**config.mk**
```make
export PLATFORM = sky130hd
export DESIGN_NAME = term_vector_record_parser_core
export DESIGN_NICKNAME = d
export VERILOG_FILES = /design/src/hdl/tvrp_pkg.sv /design/src/hdl/tvrp_front.sv /design/src/hdl/tvrp_queue.sv /design/src/hdl/tvrp_back.sv /design/src/hdl/term_vector_record_parser_core.sv
export SDC_FILE = /design/constraint.sdc
export NUM_CORES = 1
export LEC_CHECK = 0
export BUFFER_PORTS_ARGS = -buffer_cell sky130_fd_sc_hd__buf_2
export CORE_ASPECT_RATIO = 1.25
export CORE_MARGIN = 1.5
export CORE_UTILIZATION = 45
export CTS_CLUSTER_DIAMETER = 40
export DETAILED_ROUTE_END_ITERATION = 6
export PLACE_DENSITY = 0.67
export SLEW_MARGIN = 20
export SYNTH_ARGS = -nofsm -noshare
export SYNTH_HDL_FRONTEND = slang
export SYNTH_HIERARCHICAL = 1
export SYNTH_SLANG_ARGS = --single-unit
```
**constraint.sdc**
```tcl
create_clock -name clk -period 7.4 [get_ports clk]
set_clock_uncertainty 0.05 [all_clocks]
set_input_delay 0.37 -clock clk [delete_from_list [all_inputs] [get_ports clk]]
set_output_delay 0.37 -clock clk [all_outputs]
set_load 0.1 [all_outputs]
```
**src/hdl/tvrp_pkg.sv**
```systemverilog
package tvrp_pkg;

	// Width of the running byte offset inside a vector.
	localparam int OFFSET_BITS = 16;

	// Depth of the queue between the front and the back.
	localparam int QUEUE_DEPTH = 2;
	localparam int QUEUE_AW    = $clog2(QUEUE_DEPTH);

	// Flag bit positions.
	localparam int FLAG_REL  = 0;
	localparam int FLAG_WDF  = 1;
	localparam int FLAG_FREQ = 2;
	localparam int FLAG_POS  = 3;

	localparam logic [15:0] FREQ_BYTES    = 16'd4;
	localparam logic [15:0] POS_LEN_MIN   = 16'd2;

	// Parser phase.
	typedef enum logic [3:0] {
		PH_FLAG    = 4'd0,
		PH_KEYLEN  = 4'd1,
		PH_KEY     = 4'd2,
		PH_FREQ    = 4'd3,
		PH_WDF     = 4'd4,
		PH_POSHI   = 4'd5,
		PH_POSLO   = 4'd6,
		PH_POSBODY = 4'd7,
		PH_DONE    = 4'd8
	} tvrp_phase_t;

	// Sections that may follow, by what has just finished.
	typedef enum logic [1:0] {
		AFTER_KEY   = 2'd0,
		AFTER_FREQ  = 2'd1,
		AFTER_COUNT = 2'd2
	} tvrp_stage_t;

	// One word as tagged by the front.
	typedef struct packed {
		logic [7:0]             data;
		logic                   last;
		logic [OFFSET_BITS-1:0] pos;
	} tvrp_word_t;

	// One result descriptor.
	typedef struct packed {
		logic        status;
		logic [15:0] term_offset;
		logic [7:0]  term_length;
		logic        relevance;
		logic        has_frequency;
		logic [31:0] term_frequency;
		logic [7:0]  within_doc_count;
		logic        has_positions;
		logic [15:0] positions_offset;
		logic [15:0] positions_length;
	} tvrp_result_t;

	// Choose the section that follows the one just finished.
	function automatic tvrp_phase_t next_section(tvrp_stage_t stage, logic [3:0] flags);
		tvrp_phase_t ph;
		if (stage == AFTER_KEY && flags[FLAG_FREQ]) begin
			ph = PH_FREQ;
		end else if (stage != AFTER_COUNT && flags[FLAG_WDF]) begin
			ph = PH_WDF;
		end else if (flags[FLAG_POS]) begin
			ph = PH_POSHI;
		end else begin
			ph = PH_DONE;
		end
		return ph;
	endfunction

endpackage

```
**src/hdl/tvrp_front.sv**
```systemverilog
module tvrp_front
	import tvrp_pkg::*;
(
	input  logic       clk,
	input  logic       arst_n,
	input  logic       in_valid,
	output logic       in_ready,
	input  logic [7:0] data_byte,
	input  logic       last_byte,
	input  logic       q_full,
	output logic       q_push,
	output tvrp_word_t q_word
);

	logic [OFFSET_BITS-1:0] pos_q;

	// Accept a word whenever the queue has room.
	assign in_ready = !q_full;
	assign q_push   = in_valid && !q_full;

	// Tag each word with its offset in the vector.
	assign q_word.data = data_byte;
	assign q_word.last = last_byte;
	assign q_word.pos  = pos_q;

	// The offset wraps and restarts after the last word of a vector.
	always_ff @(posedge clk or negedge arst_n) begin
		if (!arst_n) begin
			pos_q <= '0;
		end else if (q_push) begin
			if (last_byte) begin
				pos_q <= '0;
			end else begin
				pos_q <= pos_q + OFFSET_BITS'(1);
			end
		end
	end

endmodule

```
**src/hdl/tvrp_queue.sv**
```systemverilog
module tvrp_queue
	import tvrp_pkg::*;
(
	input  logic       clk,
	input  logic       arst_n,
	input  logic       push,
	input  tvrp_word_t push_word,
	output logic       full,
	input  logic       pop,
	output logic       not_empty,
	output tvrp_word_t pop_word
);

	tvrp_word_t             mem_q [QUEUE_DEPTH];
	logic [QUEUE_AW-1:0]    wr_q;
	logic [QUEUE_AW-1:0]    rd_q;
	logic [QUEUE_AW:0]      cnt_q;

	assign full      = (cnt_q == (QUEUE_AW+1)'(QUEUE_DEPTH));
	assign not_empty = (cnt_q != '0);
	assign pop_word  = mem_q[rd_q];

	// Storage of the queued words.
	always_ff @(posedge clk) begin
		if (push) begin
			mem_q[wr_q] <= push_word;
		end
	end

	// Pointers and fill count.
	always_ff @(posedge clk or negedge arst_n) begin
		if (!arst_n) begin
			wr_q  <= '0;
			rd_q  <= '0;
			cnt_q <= '0;
		end else begin
			if (push) begin
				wr_q <= (wr_q == QUEUE_AW'(QUEUE_DEPTH - 1)) ? '0 : wr_q + QUEUE_AW'(1);
			end
			if (pop) begin
				rd_q <= (rd_q == QUEUE_AW'(QUEUE_DEPTH - 1)) ? '0 : rd_q + QUEUE_AW'(1);
			end
			if (push && !pop) begin
				cnt_q <= cnt_q + (QUEUE_AW+1)'(1);
			end else if (pop && !push) begin
				cnt_q <= cnt_q - (QUEUE_AW+1)'(1);
			end
		end
	end

endmodule

```
**src/hdl/tvrp_back.sv**
```systemverilog
module tvrp_back
	import tvrp_pkg::*;
(
	input  logic         clk,
	input  logic         arst_n,
	input  logic         q_not_empty,
	input  tvrp_word_t   q_word,
	output logic         q_pop,
	output logic         out_valid,
	input  logic         out_ready,
	output tvrp_result_t res
);

	tvrp_phase_t            phase_q;
	logic [3:0]             flags_q;
	logic [15:0]            left_q;
	logic [OFFSET_BITS-1:0] key_start_q;
	logic [7:0]             key_len_q;
	logic [31:0]            freq_q;
	logic [7:0]             count_q;
	logic [OFFSET_BITS-1:0] pos_start_q;
	logic [15:0]            pos_len_q;
	logic                   out_valid_q;
	tvrp_result_t           res_q;

	tvrp_phase_t            ph_d;
	tvrp_phase_t            phase_d;
	logic [3:0]             flags_d;
	logic [15:0]            left_d;
	logic [OFFSET_BITS-1:0] key_start_d;
	logic [7:0]             key_len_d;
	logic [31:0]            freq_d;
	logic [7:0]             count_d;
	logic [OFFSET_BITS-1:0] pos_start_d;
	logic [15:0]            pos_len_d;
	logic                   emit;
	tvrp_result_t           res_d;

	// A word is taken when the output register is free or being emptied.
	assign q_pop     = q_not_empty && (!out_valid_q || out_ready);
	assign out_valid = out_valid_q;
	assign res       = res_q;

	// Next state of the parser for the word at the head of the queue.
	always_comb begin
		ph_d        = phase_q;
		flags_d     = flags_q;
		left_d      = left_q;
		key_start_d = key_start_q;
		key_len_d   = key_len_q;
		freq_d      = freq_q;
		count_d     = count_q;
		pos_start_d = pos_start_q;
		pos_len_d   = pos_len_q;
		case (phase_q)
			PH_KEYLEN: begin
				key_len_d = (q_word.data == 8'd0) ? 8'd1 : q_word.data;
				left_d    = 16'(key_len_d) - 16'd1;
				ph_d      = (left_d != '0) ? PH_KEY : next_section(AFTER_KEY, flags_q);
			end
			PH_KEY: begin
				left_d = left_q - 16'd1;
				if (left_d == '0) begin
					ph_d = next_section(AFTER_KEY, flags_q);
				end
			end
			PH_FREQ: begin
				freq_d = {freq_q[23:0], q_word.data};
				left_d = left_q - 16'd1;
				if (left_d == '0) begin
					ph_d = next_section(AFTER_FREQ, flags_q);
				end
			end
			PH_WDF: begin
				count_d = q_word.data;
				ph_d    = next_section(AFTER_COUNT, flags_q);
			end
			PH_POSHI: begin
				pos_start_d = q_word.pos;
				pos_len_d   = {q_word.data, 8'd0};
				ph_d        = PH_POSLO;
			end
			PH_POSLO: begin
				pos_len_d = {pos_len_q[15:8], q_word.data};
				if (pos_len_d < POS_LEN_MIN) begin
					pos_len_d = POS_LEN_MIN;
				end
				left_d = pos_len_d - POS_LEN_MIN;
				ph_d   = (left_d != '0) ? PH_POSBODY : PH_DONE;
			end
			PH_POSBODY: begin
				left_d = left_q - 16'd1;
				if (left_d == '0) begin
					ph_d = PH_DONE;
				end
			end
			default: begin
				flags_d     = q_word.data[3:0];
				key_start_d = q_word.pos + OFFSET_BITS'(1);
				key_len_d   = '0;
				freq_d      = '0;
				count_d     = '0;
				pos_start_d = '0;
				pos_len_d   = '0;
				ph_d        = PH_KEYLEN;
			end
		endcase
		// Entering the frequency field loads its byte count.
		if (ph_d == PH_FREQ && phase_q != PH_FREQ) begin
			left_d = FREQ_BYTES;
		end
		// A finished term or the end of the vector returns to the flag byte.
		if (ph_d == PH_DONE || q_word.last) begin
			phase_d = PH_FLAG;
		end else begin
			phase_d = ph_d;
		end
	end

	// Descriptor for the word at the head of the queue.
	always_comb begin
		res_d = '0;
		emit  = 1'b0;
		if (ph_d == PH_DONE) begin
			emit                   = 1'b1;
			res_d.status           = 1'b0;
			res_d.term_offset      = 16'(key_start_d);
			res_d.term_length      = key_len_d;
			res_d.relevance        = flags_d[FLAG_REL];
			res_d.has_frequency    = flags_d[FLAG_FREQ];
			res_d.term_frequency   = freq_d;
			res_d.within_doc_count = count_d;
			res_d.has_positions    = flags_d[FLAG_POS];
			res_d.positions_offset = 16'(pos_start_d);
			res_d.positions_length = pos_len_d;
		end else if (q_word.last && ph_d != PH_KEYLEN) begin
			// Vector ended inside a term.
			emit              = 1'b1;
			res_d.status      = 1'b1;
			res_d.term_offset = 16'(key_start_d);
		end
	end

	// Parser state.
	always_ff @(posedge clk or negedge arst_n) begin
		if (!arst_n) begin
			phase_q     <= PH_FLAG;
			flags_q     <= '0;
			left_q      <= '0;
			key_start_q <= '0;
			key_len_q   <= '0;
			freq_q      <= '0;
			count_q     <= '0;
			pos_start_q <= '0;
			pos_len_q   <= '0;
		end else if (q_pop) begin
			phase_q     <= phase_d;
			flags_q     <= flags_d;
			left_q      <= left_d;
			key_start_q <= key_start_d;
			key_len_q   <= key_len_d;
			freq_q      <= freq_d;
			count_q     <= count_d;
			pos_start_q <= pos_start_d;
			pos_len_q   <= pos_len_d;
		end
	end

	// Output register.
	always_ff @(posedge clk or negedge arst_n) begin
		if (!arst_n) begin
			out_valid_q <= 1'b0;
		end else if (q_pop && emit) begin
			out_valid_q <= 1'b1;
		end else if (out_ready) begin
			out_valid_q <= 1'b0;
		end
	end

	always_ff @(posedge clk) begin
		if (q_pop && emit) begin
			res_q <= res_d;
		end
	end

endmodule

```
**src/hdl/term_vector_record_parser_core.sv**
```systemverilog
// Term vector record parser: takes the body of a term vector one byte per word, starting at
// the first flag byte, and gives one descriptor per completed term, or a descriptor with
// status set when a vector ends inside a term. A word is accepted every cycle while the
// queue has room; a byte reaches the parser through a two-word queue, and its descriptor is
// then loaded into the output register. The single parser state machine, which handles
// one byte per cycle while the output register is free or being emptied, sets the throughput.
module term_vector_record_parser_core
	import tvrp_pkg::*;
(
	input  logic        clk,
	input  logic        arst_n,
	input  logic        in_valid,
	output logic        in_ready,
	input  logic [7:0]  data_byte,
	input  logic        last_byte,
	output logic        out_valid,
	input  logic        out_ready,
	output logic        status,
	output logic [15:0] term_offset,
	output logic [7:0]  term_length,
	output logic        relevance,
	output logic        has_frequency,
	output logic [31:0] term_frequency,
	output logic [7:0]  within_doc_count,
	output logic        has_positions,
	output logic [15:0] positions_offset,
	output logic [15:0] positions_length
);

	logic         q_full;
	logic         q_push;
	logic         q_pop;
	logic         q_not_empty;
	tvrp_word_t   push_word;
	tvrp_word_t   head_word;
	tvrp_result_t res;

	// Front: accepts and tags words.
	tvrp_front u_front (
		.clk       (clk),
		.arst_n    (arst_n),
		.in_valid  (in_valid),
		.in_ready  (in_ready),
		.data_byte (data_byte),
		.last_byte (last_byte),
		.q_full    (q_full),
		.q_push    (q_push),
		.q_word    (push_word)
	);

	// Queue between the front and the parser.
	tvrp_queue u_queue (
		.clk       (clk),
		.arst_n    (arst_n),
		.push      (q_push),
		.push_word (push_word),
		.full      (q_full),
		.pop       (q_pop),
		.not_empty (q_not_empty),
		.pop_word  (head_word)
	);

	// Back: parser and output register.
	tvrp_back u_back (
		.clk         (clk),
		.arst_n      (arst_n),
		.q_not_empty (q_not_empty),
		.q_word      (head_word),
		.q_pop       (q_pop),
		.out_valid   (out_valid),
		.out_ready   (out_ready),
		.res         (res)
	);

	assign status           = res.status;
	assign term_offset      = res.term_offset;
	assign term_length      = res.term_length;
	assign relevance        = res.relevance;
	assign has_frequency    = res.has_frequency;
	assign term_frequency   = res.term_frequency;
	assign within_doc_count = res.within_doc_count;
	assign has_positions    = res.has_positions;
	assign positions_offset = res.positions_offset;
	assign positions_length = res.positions_length;

endmodule

```
==> metrics.txt <==
# IOs=115; number of diodes=0; setup TNS=0 ns; sequential element share of the synthesized area=0.5965; Post-synth ARST share=0.4845; CP max stage delay=0.71 ns; worst-margin pin slew=1.091 ns; via count=9441; Arr. time, crit path=5.24 ns; max-cap viol count=0; post-cts resize count=0; grt ovf=0; crit-path most repeated cell=nand4_1; final net count=1260; status=finished, final reports clean; prevailing post-synth register cell=edfxtp_1; Worst slew margin=0.2682; antenna violations before repair=0; die width=157.7 µm; largest net degree at the start of global routing=88; Clock Sinks=291; H-tree levels=2; FF+latch count, synth=291; first-pass GRT wire length=around 50000 µm; Core ar.=29340 µm²; Die Y=just under 200 µm; vias in the first global route=9120; DIE AREA=between 30000 and 40000 µm²; clock period minus final worst setup slack=5.117 ns; clk buf depth=3; layout cells sized above 1=0.2044; setup bufs post-CTS=0; critical path startpoint category=flop; Post-route DRC=0; Setup CP Type=flop to flop; yosys warns=6; area grow syn2layout=16.01%; cell breakdown of the critical path=mux2_4 -> nor3_2 -> nand4_1 -> nand2_1 -> inv_1 -> ha_1 -> xnor2_1 -> nand4_1 -> a21oi_1 -> and4_1 -> and2_1 -> o41ai_4 -> nor2_4 -> buf_12; row count=70; Mapped Area=13470 µm²; vias per inst=5.677; Starting Density=0.4589; Final period util=0.6915; Synth cell types=72; Worst path top cell family by delay=simple AND/OR/NAND/NOR gates; clock transition at the registers of the reported paths=around 0.060 ns; drt first pass iters=5; initial drt markers=731; Final HPWL DP=between 20000 and 25000 µm; CP Data Required Time=7.52 ns; Syn Inst Count=around 1200; fin util=0.5324; placer congestion estimate=0.8994; CP Capture Type=flop; Skew-Pair Late Insertion Delay=0.53 ns; Max Slew Vio Count=0; Routed WL per cell=19.01 µm; class of the worst hold path=primary input to flop; Post-DRT Antenna Nets=0; total wire length=31610 µm; syn nets=roughly 1200; final count of negative-setup-slack endpoints=0; Final Hold Fails=0; fmax=195.4 MHz; Clock Tree Root=clkbuf_16; RSZ-0062 raised after global routing=false; Total GRT Usage=0.2084; Port Buffer Count=approximately 110; total CTS buffers=37; CP max FO=76; CP bufs+invs=2; mean post-synth cell area=11.71 µm²; CP max stage cell=nor2_4; Post-synth EDFFs=150; CTS tree=built; Post-CTS Hold Buffers=8
Yosys cell counts, types with 4 or more instances:
cell type | instances | area share
nand4_1 | 13 | 0.0060
xnor2_1 | 25 | 0.016
a211oi_1 | 5 | 0.0028
and3_1 | 6 | 0.0028
a31oi_1 | 5 | 0.0023
nor3b_1 | 5 | 0.0028
o21ai_0 | 49 | 0.018
clkbuf_1 | 58 | 0.016
nand3b_1 | 4 | 0.0022
buf_6 | 7 | 0.0059
nor2b_1 | 9 | 0.0042
a21oi_1 | 37 | 0.014
dfrtp_1 | 141 | 0.26
nor4_1 | 7 | 0.0033
a22o_1 | 85 | 0.055
and2_1 | 11 | 0.0051
buf_4 | 15 | 0.0084
xor2_1 | 17 | 0.011
edfxtp_1 | 150 | 0.33
mux2_4 | 19 | 0.021
nor2_1 | 159 | 0.044
nand2b_1 | 6 | 0.0028
a221oi_1 | 4 | 0.0026
nand2_1 | 67 | 0.019
mux2i_1 | 4 | 0.0030
mux2_2 | 11 | 0.0092
nand3_1 | 12 | 0.0045
ha_1 | 8 | 0.0074
inv_1 | 36 | 0.010
buf_2 | 6 | 0.0022
a22oi_1 | 80 | 0.045
nor3_1 | 19 | 0.0071
or3_1 | 4 | 0.0019
o21ai_1 | 5 | 0.0019
o22ai_1 | 7 | 0.0033
layout make-up:
cell class	instances	area, µm²
fill	2539	13720
timing repair buffer	138	789.5
tap	396	495.5
multi-input combinational	735	4873
clock buffer	43	989.7
clock inverter	24	305.3
inverter	36	135.1
sequential	291	8033
path summary, 6_finish.rpt:
kind                                            start               endpoint  slack, ns  cells after the start
max in group asynchronous                      arst_n      u_back/freq_q[26]       5.55                      3
worst max-delay path                     u_queue/rd_q          u_back/res[5]       2.28                     14
worst max register to register           u_queue/rd_q          u_back/res[5]       2.28                     14
worst min register to register  u_back/key_start_q[0]  u_back/key_start_q[0]       0.43                      2
min in group asynchronous                      arst_n      u_back/left_q[13]       0.47                      2
worst min-delay path                     data_byte[3]   u_queue/mem_q[0][20]       0.03                      1
stage by stage:
stage	instances	instance area, µm²	setup slack (ns)	hold WS, ns
6_report	1663	15620	2.283	0.03407
4_1_cts	1663	15620	2.362	0.007036
2_1_floorplan	1150	13470	1.154	0.02441
3_5_place_dp	1588	14240	2.382	0.4196
3_3_place_gp	1588	14240	2.510	0.4143
5_1_grt	1663	15620	2.023	0.02503
placed cells by master (no fill, tap or decap), types with 4 or more instances in the layout:
cell	count
nor2b_1	8
xor2_1	17
xnor2_1	25
ha_1	8
dfrtp_1	141
o21ai_0	49
edfxtp_1	150
inv_8	6
nand2b_1	6
dlygate4sd3_1	8
inv_1	36
o22ai_1	7
mux2_4	19
nand2_1	66
a31oi_1	5
or3_1	4
and2_2	4
and3_1	6
nand3_1	12
a211oi_1	5
nand3b_1	4
and2_1	10
a22oi_1	80
nor2_1	156
nor3b_1	5
buf_4	15
nor4_1	7
buf_2	113
mux2_2	11
bufinv_16	4
a22o_1	85
nand4_1	13
a21oi_1	37
a221oi_1	4
clkbuf_16	38
nor3_1	17
mux2i_1	4
layer usage:
layer / vias up / GRT usage / routed length (µm)
met2: 336 / 0.3455 / 15640
met3: 64 / 0.03232 / 1684
li1: 4433 / - / -
met1: 4608 / 0.2736 / 13280
met5: - / 0 / 0
met4: 0 / 0.08246 / 1008
cells by family (layout without fill, tap and decap cells):
group / count (synthesis) / after routing / share of synthesized area
simple gates: 352 / 352 / 0.1281
compound gates: 299 / 299 / 0.1616
flops: 291 / 291 / 0.5965
buf+inv: 124 / 241 / 0.04562
xor+xnor: 42 / 42 / 0.02732
mux: 34 / 34 / 0.03336
fa+ha+maj: 8 / 8 / 0.007434
sequential cells by signal, summed over array words and instances, names as in the netlist:
register,count
u_back/freq_q,32
u_back/res,100
u_queue/rd_q,1
u_front/pos_q,16
u_back/count_q,8
u_back/left_q,16
u_back/phase_q,4
u_back/out_valid,1
u_back/key_start_q,16
u_back/key_len_q,8
u_back/pos_len_q,16
u_back/flags_q,4
u_queue/cnt_q,2
u_back/pos_start_q,16
u_queue/mem_q,50
u_queue/wr_q,1
Power is left out: the tool's default activity adds up to more than one toggle a clock period on the data nets, which glitch-free logic cannot reach.
